[src/design/multichannel_biquad_filter_defines.svh]
// ----------------------------------------------------------------------------
// Multichannel biquad filter assertion macros
// Assertion helpers shared by the files of the biquad filter. They compile to
// nothing when SYNTHESIS is defined.
// ----------------------------------------------------------------------------
`ifndef MULTICHANNEL_BIQUAD_FILTER_DEFINES_SVH
`define MULTICHANNEL_BIQUAD_FILTER_DEFINES_SVH

`ifndef SYNTHESIS

// The consequent must hold in the same cycle as the antecedent.
`define MBQ_ASSERT_IMP(label, ante, cons) \
   label: assert property (@(posedge clock) disable iff (reset) (ante) |-> (cons)) \
      else $error("biquad filter: same-cycle check failed");

// The consequent must hold in the cycle after the antecedent.
`define MBQ_ASSERT_NXT(label, ante, cons) \
   label: assert property (@(posedge clock) disable iff (reset) (ante) |=> (cons)) \
      else $error("biquad filter: next-cycle check failed");

`else

`define MBQ_ASSERT_IMP(label, ante, cons)
`define MBQ_ASSERT_NXT(label, ante, cons)

`endif

`endif

[src/design/mbq_pkg.sv]
// ----------------------------------------------------------------------------
// Multichannel biquad filter package
// Widths, beat types, register indexes and sequencer states of the filter.
// ----------------------------------------------------------------------------
package mbq_pkg;

   localparam int CHANNELS     = 16;
   localparam int CHAN_BITS    = 4;
   localparam int SAMPLE_BITS  = 24;
   localparam int COEF_BITS    = 24;
   localparam int COEF_FRAC    = COEF_BITS - 4;
   localparam int DELAY_BITS   = SAMPLE_BITS + COEF_BITS;
   localparam int ACC_BITS     = DELAY_BITS + 2;
   localparam int CSR_IDX_BITS = 3;

   // Register indexes of the configuration port.
   localparam logic [CSR_IDX_BITS-1:0] REG_B0 = CSR_IDX_BITS'(0);
   localparam logic [CSR_IDX_BITS-1:0] REG_B1 = CSR_IDX_BITS'(1);
   localparam logic [CSR_IDX_BITS-1:0] REG_B2 = CSR_IDX_BITS'(2);
   localparam logic [CSR_IDX_BITS-1:0] REG_A1 = CSR_IDX_BITS'(3);
   localparam logic [CSR_IDX_BITS-1:0] REG_A2 = CSR_IDX_BITS'(4);

   // Unity gain in Q4.20.
   localparam logic signed [COEF_BITS-1:0] B0_RESET = COEF_BITS'(1) << COEF_FRAC;

   typedef struct packed {
      logic [CHAN_BITS-1:0]          channel;
      logic signed [SAMPLE_BITS-1:0] sample_in;
   } req_type;

   typedef struct packed {
      logic [CHAN_BITS-1:0]          channel_out;
      logic signed [SAMPLE_BITS-1:0] sample_out;
      logic                          clipped;
   } rsp_type;

   typedef struct packed {
      logic signed [COEF_BITS-1:0] b0;
      logic signed [COEF_BITS-1:0] b1;
      logic signed [COEF_BITS-1:0] b2;
      logic signed [COEF_BITS-1:0] a1;
      logic signed [COEF_BITS-1:0] a2;
   } coef_type;

   typedef struct packed {
      logic signed [DELAY_BITS-1:0] first;
      logic signed [DELAY_BITS-1:0] second;
   } delay_type;

   // ST_Y: output sample, ST_FB1: add b1*x, ST_FF2: subtract a1*y,
   // ST_Z1: close first delay word, ST_Z2: close second word and write back.
   typedef enum logic [2:0] {
      ST_IDLE,
      ST_Y,
      ST_FB1,
      ST_FF2,
      ST_Z1,
      ST_Z2
   } state_type;

   typedef struct packed {
      logic      accept;
      logic      finish;
      state_type step;
   } ctl_type;

endpackage

[src/design/mbq_ram.sv]
// ----------------------------------------------------------------------------
// Biquad delay-word memory
// Simple dual-port memory, one write and one registered read port.
// ----------------------------------------------------------------------------
module mbq_ram #(
   parameter int WIDTH     = 96,
   parameter int DEPTH     = 16,
   parameter int ADDR_BITS = $clog2(DEPTH)
) (
   input  logic                 clock,
   input  logic                 re,
   input  logic [ADDR_BITS-1:0] raddr,
   output logic [WIDTH-1:0]     rdata,
   input  logic                 we,
   input  logic [ADDR_BITS-1:0] waddr,
   input  logic [WIDTH-1:0]     wdata
);

   logic [WIDTH-1:0] mem [DEPTH];
   logic [WIDTH-1:0] rdata_ff;

   always_ff @(posedge clock) begin
      if (we) begin
         mem[waddr] <= wdata;
      end
   end

   always_ff @(posedge clock) begin
      if (re) begin
         rdata_ff <= mem[raddr];
      end
   end

   assign rdata = rdata_ff;

endmodule

[src/design/mbq_ctrl.sv]
// ----------------------------------------------------------------------------
// Biquad sequencer
// Steps one sample through the five multiply slots and decides when the
// next request beat may be taken.
// ----------------------------------------------------------------------------
module mbq_ctrl (
   input  logic              clock,
   input  logic              reset,
   input  logic              req_valid,
   input  logic              out_free,
   output logic              req_stall,
   output mbq_pkg::ctl_type  ctl
);

   mbq_pkg::state_type state_ff;
   mbq_pkg::state_type state_in;
   logic               take;

   // A new beat is taken when idle, or in the last step when the result
   // can leave at the same edge.
   assign take = req_valid && ((state_ff == mbq_pkg::ST_IDLE) ||
                               (state_ff == mbq_pkg::ST_Z2 && out_free));

   always_comb begin
      state_in = state_ff;
      unique case (state_ff)
         mbq_pkg::ST_IDLE: begin
            if (take) begin
               state_in = mbq_pkg::ST_Y;
            end
         end
         mbq_pkg::ST_Y:   state_in = mbq_pkg::ST_FB1;
         mbq_pkg::ST_FB1: state_in = mbq_pkg::ST_FF2;
         mbq_pkg::ST_FF2: state_in = mbq_pkg::ST_Z1;
         mbq_pkg::ST_Z1:  state_in = mbq_pkg::ST_Z2;
         mbq_pkg::ST_Z2: begin
            if (out_free) begin
               state_in = take ? mbq_pkg::ST_Y : mbq_pkg::ST_IDLE;
            end
         end
         default: state_in = mbq_pkg::ST_IDLE;
      endcase
   end

   always_ff @(posedge clock) begin
      if (reset) begin
         state_ff <= mbq_pkg::ST_IDLE;
      end else begin
         state_ff <= state_in;
      end
   end

   always_comb begin
      req_stall  = !((state_ff == mbq_pkg::ST_IDLE) ||
                     (state_ff == mbq_pkg::ST_Z2 && out_free));
      ctl.accept = take;
      ctl.finish = (state_ff == mbq_pkg::ST_Z2) && out_free;
      ctl.step   = state_ff;
   end

endmodule

[src/design/mbq_datapath.sv]
// ----------------------------------------------------------------------------
// Biquad datapath
// Shared multiplier, accumulator and delay-word memory with forwarding and
// per-channel valid bits.
// ----------------------------------------------------------------------------
module mbq_datapath (
   input  logic              clock,
   input  logic              reset,
   input  mbq_pkg::ctl_type  ctl,
   input  mbq_pkg::req_type  req,
   input  mbq_pkg::coef_type coef,
   output mbq_pkg::rsp_type  result
);

   localparam int SHIFT_BITS = mbq_pkg::ACC_BITS - mbq_pkg::COEF_FRAC;

   function automatic logic [mbq_pkg::DELAY_BITS-1:0] sat_delay(
      input logic signed [mbq_pkg::ACC_BITS-1:0] v);
      logic [mbq_pkg::ACC_BITS-mbq_pkg::DELAY_BITS:0] hi_bits;
      hi_bits = v[mbq_pkg::ACC_BITS-1:mbq_pkg::DELAY_BITS-1];
      if (&hi_bits || ~|hi_bits) begin
         return v[mbq_pkg::DELAY_BITS-1:0];
      end else if (v[mbq_pkg::ACC_BITS-1]) begin
         return {1'b1, {(mbq_pkg::DELAY_BITS-1){1'b0}}};
      end else begin
         return {1'b0, {(mbq_pkg::DELAY_BITS-1){1'b1}}};
      end
   endfunction

   // Returns the clip flag above the saturated sample.
   function automatic logic [mbq_pkg::SAMPLE_BITS:0] sat_sample(
      input logic signed [SHIFT_BITS-1:0] v);
      logic [SHIFT_BITS-mbq_pkg::SAMPLE_BITS:0] hi_bits;
      hi_bits = v[SHIFT_BITS-1:mbq_pkg::SAMPLE_BITS-1];
      if (&hi_bits || ~|hi_bits) begin
         return {1'b0, v[mbq_pkg::SAMPLE_BITS-1:0]};
      end else if (v[SHIFT_BITS-1]) begin
         return {2'b11, {(mbq_pkg::SAMPLE_BITS-1){1'b0}}};
      end else begin
         return {2'b10, {(mbq_pkg::SAMPLE_BITS-1){1'b1}}};
      end
   endfunction

   logic [mbq_pkg::CHAN_BITS-1:0]          ch_ff;
   logic                                   live_ff;
   logic signed [mbq_pkg::SAMPLE_BITS-1:0] x_ff;
   logic signed [mbq_pkg::SAMPLE_BITS-1:0] y_ff;
   logic                                   clip_ff;
   logic signed [mbq_pkg::DELAY_BITS-1:0]  prod_ff;
   logic signed [mbq_pkg::ACC_BITS-1:0]    acc_ff;
   logic signed [mbq_pkg::DELAY_BITS-1:0]  z1_ff;
   logic [mbq_pkg::CHANNELS-1:0]           valid_ff;
   logic                                   rd_valid_ff;
   logic                                   fwd_hit_ff;
   mbq_pkg::delay_type                     fwd_data_ff;

   logic                                   live_in;
   logic signed [mbq_pkg::SAMPLE_BITS-1:0] mul_a;
   logic signed [mbq_pkg::COEF_BITS-1:0]   mul_b;
   logic signed [mbq_pkg::DELAY_BITS-1:0]  mul_out;
   logic                                   mul_en;
   logic [$bits(mbq_pkg::delay_type)-1:0]  ram_rdata;
   mbq_pkg::delay_type                     z_old;
   mbq_pkg::delay_type                     z_new;
   logic                                   ram_we;
   logic signed [mbq_pkg::ACC_BITS-1:0]    y_sum;
   logic signed [SHIFT_BITS-1:0]           y_shift;
   logic [mbq_pkg::SAMPLE_BITS:0]          y_sat;

   assign live_in = ({1'b0, req.channel} < (mbq_pkg::CHAN_BITS + 1)'(mbq_pkg::CHANNELS));

   // Operand selection of the single multiplier; taking a beat and each step from ST_Y to ST_Z1 form one product.
   always_comb begin
      mul_en = 1'b1;
      mul_a  = x_ff;
      mul_b  = coef.b0;
      if (ctl.accept) begin
         mul_a = req.sample_in;
         mul_b = coef.b0;
      end else begin
         unique case (ctl.step)
            mbq_pkg::ST_Y: begin
               mul_a = x_ff;
               mul_b = coef.b1;
            end
            mbq_pkg::ST_FB1: begin
               mul_a = y_ff;
               mul_b = coef.a1;
            end
            mbq_pkg::ST_FF2: begin
               mul_a = x_ff;
               mul_b = coef.b2;
            end
            mbq_pkg::ST_Z1: begin
               mul_a = y_ff;
               mul_b = coef.a2;
            end
            default: mul_en = 1'b0;
         endcase
      end
   end

   assign mul_out = mul_a * mul_b;

   mbq_ram #(
      .WIDTH (2 * mbq_pkg::DELAY_BITS),
      .DEPTH (mbq_pkg::CHANNELS)
   ) u_ram (
      .clock (clock),
      .re    (ctl.accept),
      .raddr ($clog2(mbq_pkg::CHANNELS)'(req.channel)),
      .rdata (ram_rdata),
      .we    (ram_we),
      .waddr ($clog2(mbq_pkg::CHANNELS)'(ch_ff)),
      .wdata (z_new)
   );

   // A write that lands at the same edge as the read of the same channel is
   // forwarded; a channel never written since reset reads as zero.
   always_comb begin
      if (fwd_hit_ff) begin
         z_old = fwd_data_ff;
      end else if (rd_valid_ff) begin
         z_old = mbq_pkg::delay_type'(ram_rdata);
      end else begin
         z_old = '0;
      end
   end

   assign y_sum   = mbq_pkg::ACC_BITS'(prod_ff) + mbq_pkg::ACC_BITS'(z_old.first)
                  + (mbq_pkg::ACC_BITS'(1) << (mbq_pkg::COEF_FRAC - 1));
   assign y_shift = SHIFT_BITS'(y_sum >>> mbq_pkg::COEF_FRAC);
   assign y_sat   = sat_sample(y_shift);

   assign z_new.first  = z1_ff;
   assign z_new.second = sat_delay(acc_ff - mbq_pkg::ACC_BITS'(prod_ff));
   assign ram_we       = ctl.finish && live_ff;

   always_ff @(posedge clock) begin
      if (ctl.accept) begin
         ch_ff       <= req.channel;
         x_ff        <= req.sample_in;
         live_ff     <= live_in;
         rd_valid_ff <= live_in && valid_ff[$clog2(mbq_pkg::CHANNELS)'(req.channel)];
         fwd_hit_ff  <= ram_we && (ch_ff == req.channel);
         fwd_data_ff <= z_new;
      end
      if (mul_en) begin
         prod_ff <= mul_out;
      end
      unique case (ctl.step)
         mbq_pkg::ST_Y: begin
            y_ff    <= y_sat[mbq_pkg::SAMPLE_BITS-1:0];
            clip_ff <= y_sat[mbq_pkg::SAMPLE_BITS];
            acc_ff  <= mbq_pkg::ACC_BITS'(z_old.second);
         end
         mbq_pkg::ST_FB1: acc_ff <= acc_ff + mbq_pkg::ACC_BITS'(prod_ff);
         mbq_pkg::ST_FF2: acc_ff <= acc_ff - mbq_pkg::ACC_BITS'(prod_ff);
         mbq_pkg::ST_Z1: begin
            z1_ff  <= sat_delay(acc_ff);
            acc_ff <= mbq_pkg::ACC_BITS'(prod_ff);
         end
         default: begin
         end
      endcase
   end

   always_ff @(posedge clock) begin
      if (reset) begin
         valid_ff <= '0;
      end else if (ram_we) begin
         valid_ff[$clog2(mbq_pkg::CHANNELS)'(ch_ff)] <= 1'b1;
      end
   end

   always_comb begin
      result.channel_out = ch_ff;
      result.sample_out  = live_ff ? y_ff : '0;
      result.clipped     = live_ff && clip_ff;
   end

endmodule

[src/design/multichannel_biquad_filter.sv]
// ----------------------------------------------------------------------------
// Multichannel biquad filter
// Transposed direct form II biquad over interleaved channels, fixed point.
// ----------------------------------------------------------------------------
// Usage. A request beat carries a channel number and a Q1.23 sample; each one
// yields exactly one response beat with the channel, the filtered Q1.23 sample
// and a clip flag. Both channels use valid and stall: a beat moves at a rising
// edge where valid is high and stall is low.
// The five Q4.20 coefficients are written through the csr_ port (index 0 to
// 4: b0, b1, b2, a1, a2); other indexes are ignored. csr_ready is always high.
// Write coefficients only while no sample is in flight.
// After the steps ST_Y, ST_FB1, ST_FF2 and ST_Z1, the response is loaded into
// the output register at the end of ST_Z2 once that register is free. One
// shared 24 by 24 multiplier forms the five products of a sample one per
// cycle; the next sample is taken in ST_Z2 while the response side keeps up.
// The delay words sit in a small synchronous memory; a sample for the channel
// just written back is served by a forwarding path.
// Reset clears the sequencer, the output valid bit and the per-channel valid
// bits, so every channel starts from zero delay words; the coefficients return
// to unity gain (b0 = 1.0).
// When the receiver stalls, the finished response waits in the output
// register while the next sample is already taken and worked on; it is held
// in its last step until the register drains.
// ----------------------------------------------------------------------------
`include "multichannel_biquad_filter_defines.svh"

module multichannel_biquad_filter (
   input  logic                                clock,
   input  logic                                reset,
   input  logic                                req_valid,
   output logic                                req_stall,
   input  mbq_pkg::req_type                    req_data,
   output logic                                rsp_valid,
   input  logic                                rsp_stall,
   output mbq_pkg::rsp_type                    rsp_data,
   input  logic                                csr_valid,
   output logic                                csr_ready,
   input  logic [mbq_pkg::CSR_IDX_BITS-1:0]    csr_index,
   input  logic [mbq_pkg::COEF_BITS-1:0]       csr_wdata
);

   mbq_pkg::coef_type coef_ff;
   mbq_pkg::coef_type coef_in;
   logic              rsp_valid_ff;
   logic              rsp_valid_in;
   mbq_pkg::rsp_type  rsp_data_ff;
   mbq_pkg::ctl_type  ctl;
   mbq_pkg::rsp_type  result;
   logic              out_free;

   // Coefficient registers. The port never pushes back.
   assign csr_ready = 1'b1;

   always_comb begin
      coef_in = coef_ff;
      if (csr_valid && csr_ready) begin
         unique case (csr_index)
            mbq_pkg::REG_B0: coef_in.b0 = csr_wdata;
            mbq_pkg::REG_B1: coef_in.b1 = csr_wdata;
            mbq_pkg::REG_B2: coef_in.b2 = csr_wdata;
            mbq_pkg::REG_A1: coef_in.a1 = csr_wdata;
            mbq_pkg::REG_A2: coef_in.a2 = csr_wdata;
            default: begin
            end
         endcase
      end
   end

   always_ff @(posedge clock) begin
      if (reset) begin
         coef_ff.b0 <= mbq_pkg::B0_RESET;
         coef_ff.b1 <= '0;
         coef_ff.b2 <= '0;
         coef_ff.a1 <= '0;
         coef_ff.a2 <= '0;
      end else begin
         coef_ff <= coef_in;
      end
   end

   // The output register is free when empty or when its beat leaves now.
   assign out_free = !rsp_valid_ff || !rsp_stall;

   mbq_ctrl u_ctrl (
      .clock     (clock),
      .reset     (reset),
      .req_valid (req_valid),
      .out_free  (out_free),
      .req_stall (req_stall),
      .ctl       (ctl)
   );

   mbq_datapath u_datapath (
      .clock  (clock),
      .reset  (reset),
      .ctl    (ctl),
      .req    (req_data),
      .coef   (coef_ff),
      .result (result)
   );

   // Output register between the datapath and the response channel.
   always_comb begin
      if (ctl.finish) begin
         rsp_valid_in = 1'b1;
      end else begin
         rsp_valid_in = rsp_valid_ff && rsp_stall;
      end
   end

   always_ff @(posedge clock) begin
      if (reset) begin
         rsp_valid_ff <= 1'b0;
      end else begin
         rsp_valid_ff <= rsp_valid_in;
      end
   end

   always_ff @(posedge clock) begin
      if (ctl.finish) begin
         rsp_data_ff <= result;
      end
   end

   assign rsp_valid = rsp_valid_ff;
   assign rsp_data  = rsp_data_ff;

   // A finished sample must never overwrite a response still held.
   `MBQ_ASSERT_IMP(a_no_overwrite, ctl.finish, !(rsp_valid && rsp_stall))
   // A taken request always starts the output step in the next cycle.
   `MBQ_ASSERT_NXT(a_accept_starts, ctl.accept, ctl.step == mbq_pkg::ST_Y)
   // A response only appears after the sequencer has finished a sample.
   `MBQ_ASSERT_IMP(a_rsp_source, $rose(rsp_valid), $past(ctl.finish))

endmodule
[config.mk]
export PLATFORM = sky130hd
export DESIGN_NAME = multichannel_biquad_filter
export DESIGN_NICKNAME = d
export VERILOG_FILES = /design/src/design/mbq_pkg.sv /design/src/design/mbq_ram.sv /design/src/design/mbq_ctrl.sv /design/src/design/mbq_datapath.sv /design/src/design/multichannel_biquad_filter.sv
export VERILOG_INCLUDE_DIRS = /design/src /design/src/design
export SDC_FILE = /design/constraint.sdc
export NUM_CORES = 2
export LEC_CHECK = 0
export BUFFER_PORTS_ARGS = -buffer_cell sky130_fd_sc_hd__buf_4
export CORE_MARGIN = 2
export CORE_UTILIZATION = 55
export DETAILED_ROUTE_END_ITERATION = 16
export PLACE_DENSITY = 0.71
export REMOVE_ABC_BUFFERS = 1
export SYNTH_ARGS = -nofsm -noshare
export SYNTH_HDL_FRONTEND = slang
export SYNTH_HIERARCHICAL = 1
export SYNTH_SLANG_ARGS = --single-unit
export TNS_END_PERCENT = 1
[constraint.sdc]
create_clock -name clock -period 15.35 [get_ports clock]
set_input_delay 3.07 -clock clock [delete_from_list [all_inputs] [get_ports clock]]
set_output_delay 3.07 -clock clock [all_outputs]
set_load 0.02 [all_outputs]
==> key figures <==
Cells and area
  – Final Util: 60.63%
  – Final Instance Area: 0.1196 sq mm
  – Commonest non-fill, non-tap cell in the layout: edfxtp_1
  – Area Growth Syn to Fin: 9.602%
  – Final non-filler cell total: 10426
  – Fillers: 14770
  – Most frequent cells in the layout: edfxtp_1, inv_1, fa_1
  – Layout cells sized above 1: 13.20%
  – Nets@finish: 8601

Global route
  – Met2 GRT Util: 45.82%
  – GRT busiest layer: met2
  – Initial antenna violation count: 5
  – Met3 GRT Util: 4.431%
  – Total track usage: 29.14%
  – Grt met1 use: 40.57%
  – Largest net degree at the start of global routing: 119
  – Number of global-route vias before repair: 67082
  – Grt total ovfl: 0
  – Global-route wire length before repair: 436600 um

Synthesis
  – Number of enable flip-flop cells after synthesis: 1958
  – Async set-reset flop share out of synthesis: 0%
  – Synth Flop Type: edfxtp_1
  – Synth unique cells: 99
  – Flops & latches, synth: 2098
  – Gate Count Post-Synth: 7556
  – Synthesized area: 0.1091 sq mm
  – Register area share after synthesis: 56.46%
  – Mean post-synth cell area: 14.44 sq um
  – YS warnings: 6

Worst setup path
  – Critical-path maximum fanout: 118
  – CP Class: in2reg
  – CP arrival: 13.02 ns
  – Slowest cell on the critical path: o21ai_1
  – Worst EP required: 15.96 ns
  – Startpoint type of the worst setup path: input port
  – Crit. End Element: flop
  – Most common cell on crit path: fa_1
  – CP peak stage delay: 0.70 ns

Timing
  – Worst-margin pin slew: 1.504 ns
  – Finish-stage setup viols: 0
  – Peak Freq: 0.08054 GHz
  – Final Skew: 0.05696 ns
  – RSZ-0062 raised after global routing: false
  – Max-slew headroom: -0.9464%
  – WHS: 0.4669 ns
  – Final worst path period need: 12.42 ns
  – Hold Fails Final Rpt: 0
  – Max Slew Vio Count: 18
  – Fin crit share: 80.89%

Floorplan
  – Die Y: 449.4 um
  – Core ar.: 0.1972 sq mm
  – Rows: 163
  – Die area: 0.2019 sq mm
  – Starting density of the core: 55.32%
  – Die X: 449.4 um
  – I/O pin cnt: 92

Routing
  – DRT Pass-1 Iters: 8
  – Final wirelength: 292600 um
  – WL/cell: 28.07 um
  – DRC: 0
  – Iter 0 DRT Violations: 7909
  – Via count: 65157
  – Via density: 6.249
  – Antenna-violating nets left: 0

Status
  – Outcome: complete, but fails checks
  – Failing checks: capacitance limit, slew limit

Run
  – Max Cap Viol: 1

Clock tree
  – Clk root buf: clkbuf_16
  – CTS H-Tree Depth: 4
  – # resized after CTS: 0
  – Cts bufs inserted: 203
  – Hold_buf cts: 0
  – Post-CTS setup buffer count: 0
  – CTS tree: built
  – Num Clock Sinks: 2098
  – Clk_lat worst skew: 0.90 ns
  – Bufs on Longest Clock Path: 3
  – Clk pin slew, worst setup/hold paths: 0.06 ns

Place
  – Dpl hpwl: 192900 um
  – I/O Buffers: 90
  – Placed Cells: 10040
  – Placed Area: 0.1127 sq mm
  – GP Congestion: 0.9744

Worst hold path
  – Hold crit path type: reg2reg
## cell families (layout without fill, tap and decap cells)
kind of cell / Yosys count / count (layout) / share of synthesized area (%)
fa+ha+maj: 935 / 935 / 14.91
other cells: 1 / 5 / 0.003437
flops: 2098 / 2098 / 56.46
xor+xnor: 175 / 175 / 1.412
buf+inv: 1138 / 1364 / 4.283
compound gates: 1131 / 1131 / 7.038
simple gates: 1507 / 1507 / 6.178
mux: 571 / 571 / 9.712
## per-layer routing
| metal | up-vias | wire length [um] |
|---|---|---|
| li1 | 27589 | - |
| met3 | 533 | 25980 |
| met4 | 0 | 14220 |
| met2 | 3247 | 137100 |
| met5 | - | 0 |
| met1 | 33788 | 115300 |
## critical path: cells and delay by family
family,cells,cell delay (ns)
adder cells (fa/ha/maj),8,3.97
AO/OA/AOI/OAI,7,2.43
AND/OR/NAND/NOR,10,1.83
buffers and inverters,8,1.24
multiplexers,1,0.29
## final cells by class
type | instances | area [sq um] | area share, %
repair buffers | 236 | 1878 | 1.571
multi-input cells | 4320 | 43160 | 36.10
clock inverters | 145 | 1614 | 1.350
well taps | 2640 | 3303 | 2.762
flip-flops and latches | 2098 | 61600 | 51.51
diodes | 4 | 10.01 | 0.008371
clock buffers | 236 | 5204 | 4.352
inverters | 747 | 2806 | 2.347
## per-stage QoR
| stage | TNS, ns | setup slack (ns) |
|---|---|---|
| floorplan | -620.04 | -14.30 |
| global placement | 0 | 2.258 |
| detailed placement | 0 | 2.128 |
| CTS | 0 | 3.030 |
| global route | 0 | 2.522 |
| finish | 0 | 2.934 |
## final timing paths
| path | start | endpoint | slack [ns] | cells past startpoint |
|---|---|---|---|---|
| worst max register to register | u_ctrl/state_ff[0] | u_datapath/prod_ff[47] | 4.39 | 33 |
| worst min register to register | u_datapath/y_ff[20] | rsp_data[21] | 0.47 | 0 |
| worst max-delay path | rsp_stall | u_datapath/prod_ff[47] | 2.93 | 34 |
| worst min-delay path | u_datapath/y_ff[20] | rsp_data[21] | 0.47 | 0 |
## cell usage after synthesis (all sizes together) (43+ instances only)
cell type | instances | area, sq um
inv | 746 | 2800
nor3 | 43 | 226.5
nor2 | 558 | 2095
clkbuf | 237 | 890.9
a22o | 46 | 402.9
xnor2 | 126 | 1111
o21ai | 216 | 1081
a22oi | 266 | 2002
nand2b | 171 | 1070
mux4 | 389 | 8761
dfxtp | 140 | 2803
nand2 | 519 | 1951
o21bai | 44 | 330.3
edfxtp | 1958 | 58800
buf | 154 | 978.4
xor2 | 49 | 429.2
ha | 326 | 4079
a21oi | 220 | 1105
fa | 609 | 12190
mux2i | 174 | 1742
a21o | 66 | 495.5
o21a | 44 | 331.6
## flip-flops by register name (all words and copies together) (netlist names)
register / flops
coef_ff: 120
rsp_data: 29
rsp_valid: 1
u_ctrl/state_ff: 3
u_datapath/acc_ff: 50
u_datapath/ch_ff: 4
u_datapath/clip_ff: 1
u_datapath/fwd_data_ff: 96
u_datapath/fwd_hit_ff: 1
u_datapath/prod_ff: 48
u_datapath/rd_valid_ff: 1
u_datapath/u_ram/mem: 1536
u_datapath/u_ram/rdata: 96
u_datapath/valid_ff: 16
u_datapath/x_ff: 24
u_datapath/y_ff: 24
u_datapath/z1_ff: 48
Power is not shown: default switching activity piles up to over one toggle a cycle in this logic, so the estimate is an artifact.
